===== src/rtl/fpln_pkg.sv =====
// Shared types and constants for the fixed-point natural log pipeline.
package fpln_pkg;

    localparam int IN_W       = 40;
    localparam int MAG_W      = IN_W - 1;
    localparam int POS_W      = 6;
    localparam int OUT_W      = 21;
    localparam int Q_W        = 16;
    localparam int SCALE_W    = 7;
    localparam int FRAC_BITS  = 15;
    localparam int RECIP_W    = 21;
    localparam int RECIP_SH   = 20;
    localparam int MAX_DIV    = 13;

    localparam logic [POS_W-1:0]         SCALE_BIAS    = 6'd23;
    localparam logic signed [OUT_W-1:0]  LN2_Q15       = 21'sd22713;
    localparam logic signed [OUT_W-1:0]  NONPOS_RESULT = -21'sd327680;
    localparam logic [Q_W-1:0]           ONE_Q15       = 16'h8000;

    // ceil(2^20 / d): floor(p * r >> 20) == floor(p / d) for p <= 32768, d <= 13
    localparam logic [RECIP_W-1:0] RECIP_TABLE [MAX_DIV+1] = '{
        21'd0,      21'd1048576, 21'd524288, 21'd349526, 21'd262144,
        21'd209716, 21'd174763,  21'd149797, 21'd131072, 21'd116509,
        21'd104858, 21'd95326,   21'd87382,  21'd80660
    };

    typedef struct packed {
        logic                     valid;
        logic                     nonpos;
        logic [Q_W-1:0]           x;
        logic [Q_W-1:0]           power;
        logic signed [OUT_W-1:0]  sum;
    } stage_t;

endpackage


===== src/rtl/fpln_norm.sv =====
// Three-stage front end: leading-one search, mantissa shift, ln2 scaling.
module fpln_norm
(
    input  logic                          clk,
    input  logic                          rst_n,
    input  logic                          start,
    input  logic signed [fpln_pkg::IN_W-1:0] x_q23,
    output fpln_pkg::stage_t              stage_out
);

    // stage 1: leading-one position
    logic [fpln_pkg::POS_W-1:0]  lead_pos;
    logic                        valid1_reg;
    logic                        nonpos1_reg;
    logic [fpln_pkg::MAG_W-1:0]  mag1_reg;
    logic [fpln_pkg::POS_W-1:0]  pos1_reg;

    // stage 2: mantissa and scale
    logic [fpln_pkg::MAG_W-1:0]    shr;
    logic [fpln_pkg::MAG_W-1:0]    shl;
    logic [fpln_pkg::MAG_W-1:0]    shr_guard;
    logic [fpln_pkg::Q_W-1:0]      mant;
    logic                          special;
    logic [fpln_pkg::Q_W-1:0]      x_next;
    logic signed [fpln_pkg::SCALE_W-1:0] scale_next;
    logic                          valid2_reg;
    logic                          nonpos2_reg;
    logic [fpln_pkg::Q_W-1:0]      x2_reg;
    logic signed [fpln_pkg::SCALE_W-1:0] scale2_reg;

    // stage 3: scale times ln2
    logic                          valid3_reg;
    logic                          nonpos3_reg;
    logic [fpln_pkg::Q_W-1:0]      x3_reg;
    logic signed [fpln_pkg::OUT_W-1:0] base3_reg;

    always_comb
    begin
        lead_pos = '0;
        for (int i = 0; i < fpln_pkg::MAG_W; i++)
        begin
            if (x_q23[i])
            begin
                lead_pos = fpln_pkg::POS_W'(i);
            end
        end
    end

    always_comb
    begin
        shr       = mag1_reg >> (pos1_reg - 6'd15);
        shl       = mag1_reg << (6'd15 - pos1_reg);
        shr_guard = mag1_reg >> (pos1_reg - 6'd16);
        mant      = (pos1_reg >= 6'd15) ? shr[fpln_pkg::Q_W-1:0] : shl[fpln_pkg::Q_W-1:0];
        // mantissa is exactly 2.0 when the 16 bits below the leading one are clear
        special   = (pos1_reg >= 6'd16) && (mant == fpln_pkg::ONE_Q15) && !shr_guard[0];
        x_next    = special ? fpln_pkg::ONE_Q15 : {1'b0, mant[fpln_pkg::Q_W-2:0]};
        scale_next = fpln_pkg::SCALE_W'(pos1_reg) - fpln_pkg::SCALE_W'(fpln_pkg::SCALE_BIAS)
                   - fpln_pkg::SCALE_W'(special);
    end

    always_ff @(posedge clk or negedge rst_n)
    begin
        if (!rst_n)
        begin
            valid1_reg <= 1'b0;
            valid2_reg <= 1'b0;
            valid3_reg <= 1'b0;
        end
        else
        begin
            valid1_reg <= start;
            valid2_reg <= valid1_reg;
            valid3_reg <= valid2_reg;
        end
    end

    always_ff @(posedge clk)
    begin
        nonpos1_reg <= x_q23[fpln_pkg::IN_W-1] || (x_q23 == '0);
        mag1_reg    <= x_q23[fpln_pkg::MAG_W-1:0];
        pos1_reg    <= lead_pos;

        nonpos2_reg <= nonpos1_reg;
        x2_reg      <= x_next;
        scale2_reg  <= scale_next;

        nonpos3_reg <= nonpos2_reg;
        x3_reg      <= x2_reg;
        base3_reg   <= fpln_pkg::OUT_W'(scale2_reg) * fpln_pkg::LN2_Q15;
    end

    assign stage_out.valid  = valid3_reg;
    assign stage_out.nonpos = nonpos3_reg;
    assign stage_out.x      = x3_reg;
    assign stage_out.power  = x3_reg;
    assign stage_out.sum    = base3_reg;

endmodule


===== src/rtl/fpln_term.sv =====
// One series stage: raise the power by x and fold in the previous power divided by DIV.
module fpln_term
#(
    parameter int DIV = 1
)
(
    input  logic              clk,
    input  logic              rst_n,
    input  fpln_pkg::stage_t  stage_in,
    output fpln_pkg::stage_t  stage_out
);

    localparam logic [fpln_pkg::RECIP_W-1:0] RECIP = fpln_pkg::RECIP_TABLE[DIV];
    localparam bit SUBTRACT = ((DIV % 2) == 0);
    localparam int SQ_W = 2 * fpln_pkg::Q_W;
    localparam int QP_W = fpln_pkg::Q_W + fpln_pkg::RECIP_W;

    logic [SQ_W-1:0]                   sq;
    logic [QP_W-1:0]                   qprod;
    logic [fpln_pkg::Q_W-1:0]          quot;
    logic signed [fpln_pkg::OUT_W-1:0] term;
    logic                              valid_reg;
    logic                              nonpos_reg;
    logic [fpln_pkg::Q_W-1:0]          x_reg;
    logic [fpln_pkg::Q_W-1:0]          power_reg;
    logic signed [fpln_pkg::OUT_W-1:0] sum_reg;
    logic signed [fpln_pkg::OUT_W-1:0] sum_next;

    always_comb
    begin
        sq       = SQ_W'(stage_in.power) * SQ_W'(stage_in.x);
        qprod    = QP_W'(stage_in.power) * QP_W'(RECIP);
        quot     = qprod[fpln_pkg::RECIP_SH +: fpln_pkg::Q_W];
        term     = $signed({{(fpln_pkg::OUT_W-fpln_pkg::Q_W){1'b0}}, quot});
        sum_next = SUBTRACT ? (stage_in.sum - term) : (stage_in.sum + term);
    end

    always_ff @(posedge clk or negedge rst_n)
    begin
        if (!rst_n)
        begin
            valid_reg <= 1'b0;
        end
        else
        begin
            valid_reg <= stage_in.valid;
        end
    end

    always_ff @(posedge clk)
    begin
        nonpos_reg <= stage_in.nonpos;
        x_reg      <= stage_in.x;
        power_reg  <= sq[fpln_pkg::FRAC_BITS +: fpln_pkg::Q_W];
        sum_reg    <= sum_next;
    end

    assign stage_out.valid  = valid_reg;
    assign stage_out.nonpos = nonpos_reg;
    assign stage_out.x      = x_reg;
    assign stage_out.power  = power_reg;
    assign stage_out.sum    = sum_reg;

endmodule


===== src/rtl/fixed_point_natural_log.sv =====
// Throughput: one transaction per cycle; busy is held low since every stage advances each cycle.
// The depth is set by three normalization stages, one stage per series term, one output stage.
// The receiver cannot stall, so results leave on done and are never held.
// Reset (rst_n, async, active low) drops all in-flight transactions; data is not reset.
module fixed_point_natural_log
#(
    parameter int SERIES_TERMS = 5
)
(
    input  logic                              clk,
    input  logic                              rst_n,
    input  logic                              start,
    output logic                              busy,
    input  logic signed [fpln_pkg::IN_W-1:0]  x_q23,
    output logic                              done,
    output logic signed [fpln_pkg::OUT_W-1:0] ln_q15
);

    // Last divisor folds the highest power into the sum in the output stage.
    localparam int LAST_DIV = SERIES_TERMS + 1;
    localparam logic [fpln_pkg::RECIP_W-1:0] LAST_RECIP = fpln_pkg::RECIP_TABLE[LAST_DIV];
    localparam bit LAST_SUB = ((LAST_DIV % 2) == 0);
    localparam int QP_W = fpln_pkg::Q_W + fpln_pkg::RECIP_W;

    // chain[0] leaves the normalizer; chain[k] leaves series stage k.
    fpln_pkg::stage_t chain [SERIES_TERMS+1];

    logic [QP_W-1:0]                   last_qprod;
    logic [fpln_pkg::Q_W-1:0]          last_quot;
    logic signed [fpln_pkg::OUT_W-1:0] last_term;
    logic signed [fpln_pkg::OUT_W-1:0] sum_final;
    logic signed [fpln_pkg::OUT_W-1:0] ln_next;
    logic                              done_reg;
    logic signed [fpln_pkg::OUT_W-1:0] ln_reg;

    // Every stage advances each cycle, so a new transaction is always taken.
    assign busy = 1'b0;

    // Find the leading one, shift the mantissa into [1.0, 2.0], and turn the
    // shift count into a multiple of ln2 that seeds the running sum.
    fpln_norm u_norm
    (
        .clk       (clk),
        .rst_n     (rst_n),
        .start     (start && !busy),
        .x_q23     (x_q23),
        .stage_out (chain[0])
    );

    // Stage k adds x^k / k with alternating sign and forms x^(k+1).
    for (genvar k = 1; k <= SERIES_TERMS; k++)
    begin : g_term
        fpln_term
        #(
            .DIV (k)
        )
        u_term
        (
            .clk       (clk),
            .rst_n     (rst_n),
            .stage_in  (chain[k-1]),
            .stage_out (chain[k])
        );
    end

    // Output stage: fold in the last power, then pick the fixed answer for a
    // zero or negative operand.
    always_comb
    begin
        last_qprod = QP_W'(chain[SERIES_TERMS].power) * QP_W'(LAST_RECIP);
        last_quot  = last_qprod[fpln_pkg::RECIP_SH +: fpln_pkg::Q_W];
        last_term  = $signed({{(fpln_pkg::OUT_W-fpln_pkg::Q_W){1'b0}}, last_quot});
        sum_final  = LAST_SUB ? (chain[SERIES_TERMS].sum - last_term)
                              : (chain[SERIES_TERMS].sum + last_term);
        ln_next    = chain[SERIES_TERMS].nonpos ? fpln_pkg::NONPOS_RESULT : sum_final;
    end

    always_ff @(posedge clk or negedge rst_n)
    begin
        if (!rst_n)
        begin
            done_reg <= 1'b0;
        end
        else
        begin
            done_reg <= chain[SERIES_TERMS].valid;
        end
    end

    always_ff @(posedge clk)
    begin
        ln_reg <= ln_next;
    end

    assign done   = done_reg;
    assign ln_q15 = ln_reg;

endmodule


===== config.mk =====
export PLATFORM = sky130hd
export DESIGN_NAME = fixed_point_natural_log
export DESIGN_NICKNAME = d
export VERILOG_FILES = /design/src/rtl/fpln_pkg.sv /design/src/rtl/fpln_norm.sv /design/src/rtl/fpln_term.sv /design/src/rtl/fixed_point_natural_log.sv
export SDC_FILE = /design/constraint.sdc
export NUM_CORES = 2
export LEC_CHECK = 0
export BUFFER_PORTS_ARGS = -buffer_cell sky130_fd_sc_hd__buf_2
export CORE_ASPECT_RATIO = 0.9
export CORE_MARGIN = 3
export CORE_UTILIZATION = 60
export DETAILED_ROUTE_END_ITERATION = 8
export PLACE_DENSITY_LB_ADDON = 0.15
export SLEW_MARGIN = 20
export SYNTH_ARGS = -nofsm -noshare
export SYNTH_HDL_FRONTEND = slang
export SYNTH_SLANG_ARGS = --single-unit

===== constraint.sdc =====
create_clock -name clk -period 12.7 [get_ports clk]
set_input_delay 0 -clock clk [delete_from_list [all_inputs] [get_ports clk]]
set_output_delay 0 -clock clk [all_outputs]
set_load 0.005 [all_outputs]

# Word level (Yosys, flattened, before mapping)
# Cells that the tools add are included.
# Widths: inputs -> output; s select.
# classes
shifts	3
mux	39
reduce_logical	7
addsub	11
n_mul	9
magnitude_cmp	2
n_eq_ne	1
# op_table
operator	n
$mux 6	30
$mul 16x16->31	5
$mul 16x18->34 const B	2
$sub 21x15->21	2
$logic_not 40->1	1
$shl 39x6->16	1
$shr 39x6->1	1
$shr 39x6->16	1
$mul 16x16->32 const B	1
$mux 16	2
$add 21x15->21	1
$add 21x16->21	1
$add 21x17->21	1
$mul 7x16->21 const B	1
$sub 21x16->21	1
$eq 16x16->1 const B	1
$mux 3	4
$reduce_or 7->1	1
$sub 6x5->7 const B	1
$sub 7x1->7	1
$ge 6x4->1 const B	1
$ge 6x5->1 const B	1
$sub 4x6->6 const A	1
$sub 6x4->6 const B	1
other kinds (7)	9
# totals
word_cells	113
inputBits	43
register_bits	392
out_inout_bits	23

# Longest topological paths before layout
# depth
word_depth	37
depth_mapped	32
ltp_nobuf	31

# Cells and area by module
# Synthesis repeated with hierarchy kept, for this count alone.
# unflattened
cells_unflattened	7720
hier_area_um2	71907.7
# by_module_without_submodules
module	area_per_inst_um2	seq_area_each_um2	cells_each	instances
fpln_term at g_term[5].u_term	14044.7	1106.1	1495	1
fpln_term at g_term[3].u_term	13910.8	1106.1	1479	1
fpln_term at g_term[2].u_term	10417.5	1106.1	1168	1
fpln_term at g_term[1].u_term	10159.7	1106.1	1110	1
fpln_term at g_term[4].u_term	9840.7	1106.1	1075	1
fpln_norm	7726.2	2237.1	778	1
fixed_point_natural_log	5808.1	445.4	615	1

# Worst setup path before layout
# OpenSTA, ideal clock, no wires.
# synth_timing
path_type	flip-flop to flip-flop
start	register g_term[5].u_term.power_reg[3] (netlist name)
end	register ln_reg, in the netlist ln_q15[17]
required_ns	12.581
arrival_ns	7.263
period_less_slack_ns	7.382
path_stages_with_launch	28
setup_time_ns	0.119
setup_slack_ns	5.318
path_cell_list	dfxtp_1 -> ha_1 -> fa_1 -> inv_1 -> fa_1 -> inv_1 -> fa_1 -> fa_1 -> fa_1 -> ha_1 -> a21o_1 -> a21o_1 -> a2111oi_0 -> a21oi_1 -> nor2_1 -> nor2b_1 -> o21a_1 -> or2_2 -> ha_1 -> o21ai_0 -> a21oi_1 -> o41ai_1 -> o21ai_0 -> o41a_1 -> a31o_2 -> nor3_1 -> and3_1 -> o21bai_1
# synth_via
elab_chain_cells	2
# synth_rtl
element	line_no	source
from (decl)	fpln_term.sv:25	logic [fpln_pkg::Q_W-1:0] power_reg;
from (signal assigned)	fpln_term.sv:54	power_reg <= sq[fpln_pkg::FRAC_BITS +: fpln_pkg::Q_W];
$mul 16x18->34	fixed_point_natural_log.sv:70	last_qprod = QP_W'(chain[SERIES_TERMS].power) * QP_W'(LAST_RECIP);
$sub 21x15->21	fixed_point_natural_log.sv:73	sum_final = LAST_SUB ? (chain[SERIES_TERMS].sum - last_term)
to (signal assigned)	fixed_point_natural_log.sv:92	ln_reg <= ln_next;
to (decl)	fixed_point_natural_log.sv:34	logic signed [fpln_pkg::OUT_W-1:0] ln_reg;
# Every way passes these cells.
# A chain may end at the register's enable or synchronous reset.

# Worst setup path after layout
# layout_timing
start	register g_term[4].u_term.power_reg[2] (netlist name)
end	register g_term[5].u_term.sum_reg[20] (netlist name)
# layout_via
elab_chain_cells	2
# layout_rtl
element	line_no	source
from (decl)	fpln_term.sv:25	
from (signal assigned)	fpln_term.sv:54	
$mul 16x16->32	fpln_term.sv:32	qprod = QP_W'(stage_in.power) * QP_W'(RECIP);
$add 21x15->21	fpln_term.sv:35	sum_next = SUBTRACT ? (stage_in.sum - term) : (stage_in.sum + term);
named net g_term[5].u_term.sum_next (one bit)	fpln_term.sv:27	logic signed [fpln_pkg::OUT_W-1:0] sum_next;
to (signal assigned)	fpln_term.sv:55	sum_reg <= sum_next;
to (decl)	fpln_term.sv:26	logic signed [fpln_pkg::OUT_W-1:0] sum_reg;
# The timed path passes the listed nets, and every way through them passes these cells.

==> flow_summary.toml <==
[timing]
max_clock_freq_mhz = 116.6
grt_setup_unrepaired = "no"
finalMaxSlewViolations = 0
finalHoldViolCount = 0
setup_tns_ns = 0
timing.max_slew.rel_slack = 0.2996
finalCritPeriodShare = 0.6754
fin_worst_skew_ns = 0.04588
min_period_ns = 8.578
report.final.setup_viol = 0
tightest_slew_ns = 1.049

[synth]
synth.cell_area_um2 = 66780
post_synth_num_cell_types = 76
synth_area_per_cell_um2 = 9.366
synth_ff_type = "sky130_fd_sc_hd__dfxtp_1"
synthCells = 7130
synth-async-reset-ratio = 0.02296
yosys_register_bits = 392
synth-edff-count = 0
ys_seq_area_frac = 0.1182
ys.warnings.count = 0
syn_nets = 9353

[layout]
layout_cells_sized_above_1 = 0.04031
design.final.nets = 9429
area_growth_syn_to_layout_pct = 6.623
fin_area_um2 = 71200
footprint_of_the_multi_input_gates_um2 = 52110
number_of_filler_cells_placed_in_the_layout = 9215
register_area_um2 = 7895
number_of_flip_flops_under_the_largest_register_name = 105

[global_route]
via_count_of_the_first_global_routing_pass = 50720
grt_pass1_wl_um = 261900
grt_antenna_before_repair = 5
globalRoute.totalOverflow = 0
gr-usage-all-layers = 0.2838
grt_max_degree = 67

[die]
rows = 115
start_util = 0.6075
die_width_um = 357.7
die_height_um = 322.5
io_pins = 66
design.die.area_um2 = 115300
design.core.area_um2 = 109900

[clock_tree]
clock-sinks = 392
cts.htree.levels = 2
maximum_count_of_clock_buffers_along_a_single_path = 3
clock_latency_reported_for_the_late_side_of_the_worst_skew_pair_ns = 0.66
cts_tree = "done"
clkSlewWorstSetupHoldPaths_ns = 0.06
clock_root_buffer = "sky130_fd_sc_hd__clkbuf_16"
cts_inserted_buffers = 49
cts.repair.resized = 0

[critical_path]
worst_setup_path_start_kind = "register"
worst_ep_arrival_time_ns = 9.11
crit_path_max_fanout = 21
crit_required_ns = 13.24
worstSetupEndpointType = "register"
ff2ff_path_depth = 26
setup.worst_path.class = "register to register"

[placed_design]
gp_congestion = 0.9089
placement.cell_area_um2 = 68720
port_buffers = 64
hpwl_um = 122600

[route]
drc = 0
detailroute.via_count = 47250
post_drt_via_cell_ratio = 5.427
detail_route.iter0.violations = 2469
wirelength_um = 156000
drt_pass1_iterations = 6
routedWlPerCell_um = 17.92
ant_nets = 0

[job]
timing.max_cap.violations = 0

[worst_hold_path]
holdCritPathClass = "primary input to register"
cell_depth_of_the_worst_hold_path = 3

[outcome]
outcome = "completed"
through the flow:
stage	setup slack, ns	std cells	hold WS, ns	util
5_1_grt	3.451	8706	0.04900	0.6477
3_5_place_dp	4.100	8535	-0.1401	0.6252
6_report	4.122	8706	0.06979	0.6477
3_3_place_gp	4.198	8535	-0.1496	0.6252
2_1_floorplan	5.318	7130	-0.2956	-
4_1_cts	4.104	8705	0.001479	0.6477
Yosys cell counts, types with 7 or more instances:
cell	count	area [um^2]
sky130_fd_sc_hd__clkbuf_1	174	653.1
sky130_fd_sc_hd__a31oi_1	17	106.4
sky130_fd_sc_hd__o31ai_1	15	112.6
sky130_fd_sc_hd__dfxtp_1	383	7667
sky130_fd_sc_hd__a211o_1	8	70.07
sky130_fd_sc_hd__xor2_1	59	516.8
sky130_fd_sc_hd__ha_1	994	12440
sky130_fd_sc_hd__nor3_1	75	375.4
sky130_fd_sc_hd__or2_2	10	62.56
sky130_fd_sc_hd__and2_1	411	2571
sky130_fd_sc_hd__mux2_1	10	112.6
sky130_fd_sc_hd__nor4_1	16	100.1
sky130_fd_sc_hd__mux2_2	29	326.6
sky130_fd_sc_hd__nand3b_1	7	52.55
sky130_fd_sc_hd__o22ai_1	12	75.07
sky130_fd_sc_hd__a21boi_0	13	97.59
sky130_fd_sc_hd__a211oi_1	25	187.7
sky130_fd_sc_hd__or4_1	9	67.56
sky130_fd_sc_hd__nor2_1	250	938.4
sky130_fd_sc_hd__nand2_1	857	3217
sky130_fd_sc_hd__dfrtp_1	9	225.2
sky130_fd_sc_hd__nand4_1	19	118.9
sky130_fd_sc_hd__o21a_1	38	285.3
sky130_fd_sc_hd__or3_1	13	81.33
sky130_fd_sc_hd__mux2i_1	40	400.4
sky130_fd_sc_hd__mux4_2	24	540.5
sky130_fd_sc_hd__nor2b_1	36	225.2
sky130_fd_sc_hd__o21ai_0	94	470.5
sky130_fd_sc_hd__o211ai_1	16	120.1
sky130_fd_sc_hd__a2111oi_0	12	105.1
sky130_fd_sc_hd__nand3_1	68	340.3
sky130_fd_sc_hd__a21o_1	53	397.9
sky130_fd_sc_hd__o2111ai_1	7	61.31
sky130_fd_sc_hd__xnor2_1	186	1629
sky130_fd_sc_hd__nand2b_1	27	168.9
sky130_fd_sc_hd__o21bai_1	21	157.7
sky130_fd_sc_hd__fa_1	1186	23740
sky130_fd_sc_hd__a311oi_1	12	105.1
sky130_fd_sc_hd__a22oi_1	7	52.55
sky130_fd_sc_hd__inv_1	1605	6025
sky130_fd_sc_hd__buf_2	12	60.06
sky130_fd_sc_hd__a21oi_1	161	805.8
sky130_fd_sc_hd__and3_1	26	162.7
path summary, 6_finish.rpt:
| check | startpoint | end | slack [ns] |
|---|---|---|---|
| worst max-delay path | g_term[4].u_term.power_reg[2]$_DFF_P_ | g_term[5].u_term.sum_reg[20]$_DFF_P_ | 4.12 |
| worst min-delay path | x_q23[39] | u_norm.nonpos1_reg$_DFF_P_ | 0.07 |
| worst max register to register | g_term[4].u_term.power_reg[2]$_DFF_P_ | g_term[5].u_term.sum_reg[20]$_DFF_P_ | 4.12 |
| worst min register to register | u_norm.x2_reg[1]$_SDFF_PP0_ | u_norm.x3_reg[1]$_DFF_P_ | 0.32 |
| max in group asynchronous | rst_n | u_norm.valid2_reg$_DFF_PN0_ | 12.04 |
| min in group asynchronous | rst_n | g_term[1].u_term.valid_reg$_DFF_PN0_ | 0.37 |
worst max-delay path, cell delays in order, from the launching register on:
cell,delay (ns)
sky130_fd_sc_hd__dfxtp_1,0.81
sky130_fd_sc_hd__ha_1,0.41
sky130_fd_sc_hd__fa_1,0.55
sky130_fd_sc_hd__fa_1,0.44
sky130_fd_sc_hd__fa_1,0.49
sky130_fd_sc_hd__inv_1,0.06
sky130_fd_sc_hd__fa_1,0.53
sky130_fd_sc_hd__inv_1,0.06
sky130_fd_sc_hd__fa_1,0.43
sky130_fd_sc_hd__ha_1,0.30
sky130_fd_sc_hd__a2111oi_0,0.44
sky130_fd_sc_hd__o211ai_1,0.16
sky130_fd_sc_hd__a31oi_1,0.31
sky130_fd_sc_hd__nand3_1,0.18
sky130_fd_sc_hd__a31o_2,0.26
sky130_fd_sc_hd__or4_1,0.45
sky130_fd_sc_hd__a31oi_1,0.33
sky130_fd_sc_hd__xnor2_1,0.17
sky130_fd_sc_hd__ha_1,0.31
sky130_fd_sc_hd__and2_1,0.20
sky130_fd_sc_hd__o21ai_0,0.17
sky130_fd_sc_hd__o31ai_1,0.13
sky130_fd_sc_hd__or4_1,0.46
sky130_fd_sc_hd__a31o_2,0.26
sky130_fd_sc_hd__a21oi_1,0.32
sky130_fd_sc_hd__nor3_1,0.11
sky130_fd_sc_hd__xor2_1,0.16
cells in the final DEF (no fill, tap or decap), types with 16 or more instances in the layout:
| cell type | instances |
|---|---|
| sky130_fd_sc_hd__a211oi_1 | 25 |
| sky130_fd_sc_hd__a21o_1 | 53 |
| sky130_fd_sc_hd__a21oi_1 | 161 |
| sky130_fd_sc_hd__a31oi_1 | 17 |
| sky130_fd_sc_hd__and2_1 | 411 |
| sky130_fd_sc_hd__and3_1 | 26 |
| sky130_fd_sc_hd__buf_2 | 64 |
| sky130_fd_sc_hd__buf_4 | 71 |
| sky130_fd_sc_hd__clkbuf_16 | 49 |
| sky130_fd_sc_hd__dfxtp_1 | 381 |
| sky130_fd_sc_hd__dlygate4sd3_1 | 82 |
| sky130_fd_sc_hd__fa_1 | 1186 |
| sky130_fd_sc_hd__ha_1 | 993 |
| sky130_fd_sc_hd__inv_1 | 1605 |
| sky130_fd_sc_hd__mux2_2 | 29 |
| sky130_fd_sc_hd__mux2i_1 | 40 |
| sky130_fd_sc_hd__mux4_2 | 24 |
| sky130_fd_sc_hd__nand2_1 | 857 |
| sky130_fd_sc_hd__nand2b_1 | 27 |
| sky130_fd_sc_hd__nand3_1 | 68 |
| sky130_fd_sc_hd__nand4_1 | 19 |
| sky130_fd_sc_hd__nor2_1 | 250 |
| sky130_fd_sc_hd__nor2b_1 | 36 |
| sky130_fd_sc_hd__nor3_1 | 75 |
| sky130_fd_sc_hd__nor4_1 | 16 |
| sky130_fd_sc_hd__o211ai_1 | 16 |
| sky130_fd_sc_hd__o21a_1 | 38 |
| sky130_fd_sc_hd__o21ai_0 | 94 |
| sky130_fd_sc_hd__o21bai_1 | 21 |
| sky130_fd_sc_hd__xnor2_1 | 186 |
| sky130_fd_sc_hd__xor2_1 | 58 |
kinds of logic after synthesis:
kind of cell,after synthesis,share of synthesized area
muxes,103,0.02067
AOI/OAI and AO/OA,572,0.05653
and+or+nand+nor,1835,0.1283
other,1,0.00005615
DFF,392,0.1182
xor gates and xnor gates,247,0.03279
buffers and inverters,1800,0.1017
adders and majority gates,2180,0.5418
routing by layer:
metal | wire length (um) | track usage
met1 | 68010 | 0.3869
met2 | 75060 | 0.4816
met4 | 3617 | 0.06773
met3 | 9319 | 0.03997
met5 | 0 | 0
cell type report:
type | instances | share of cell area
antenna | 1 | 0.00003514
clock inverter | 24 | 0.004393
sequential | 392 | 0.1109
inverter | 1608 | 0.08480
clock buffer | 64 | 0.01886
timing repair buffer | 217 | 0.02351
tap | 1462 | 0.02569
multi-input combinational | 4938 | 0.7318
repair_timing:
item,4_1_cts,5_1_grt
hold buffers,82,0
setup buffers,0,0
hold endpoints to repair,56,0
Power is not shown: default switching activity piles up to over one toggle a cycle in this logic, so the estimate is an artifact.
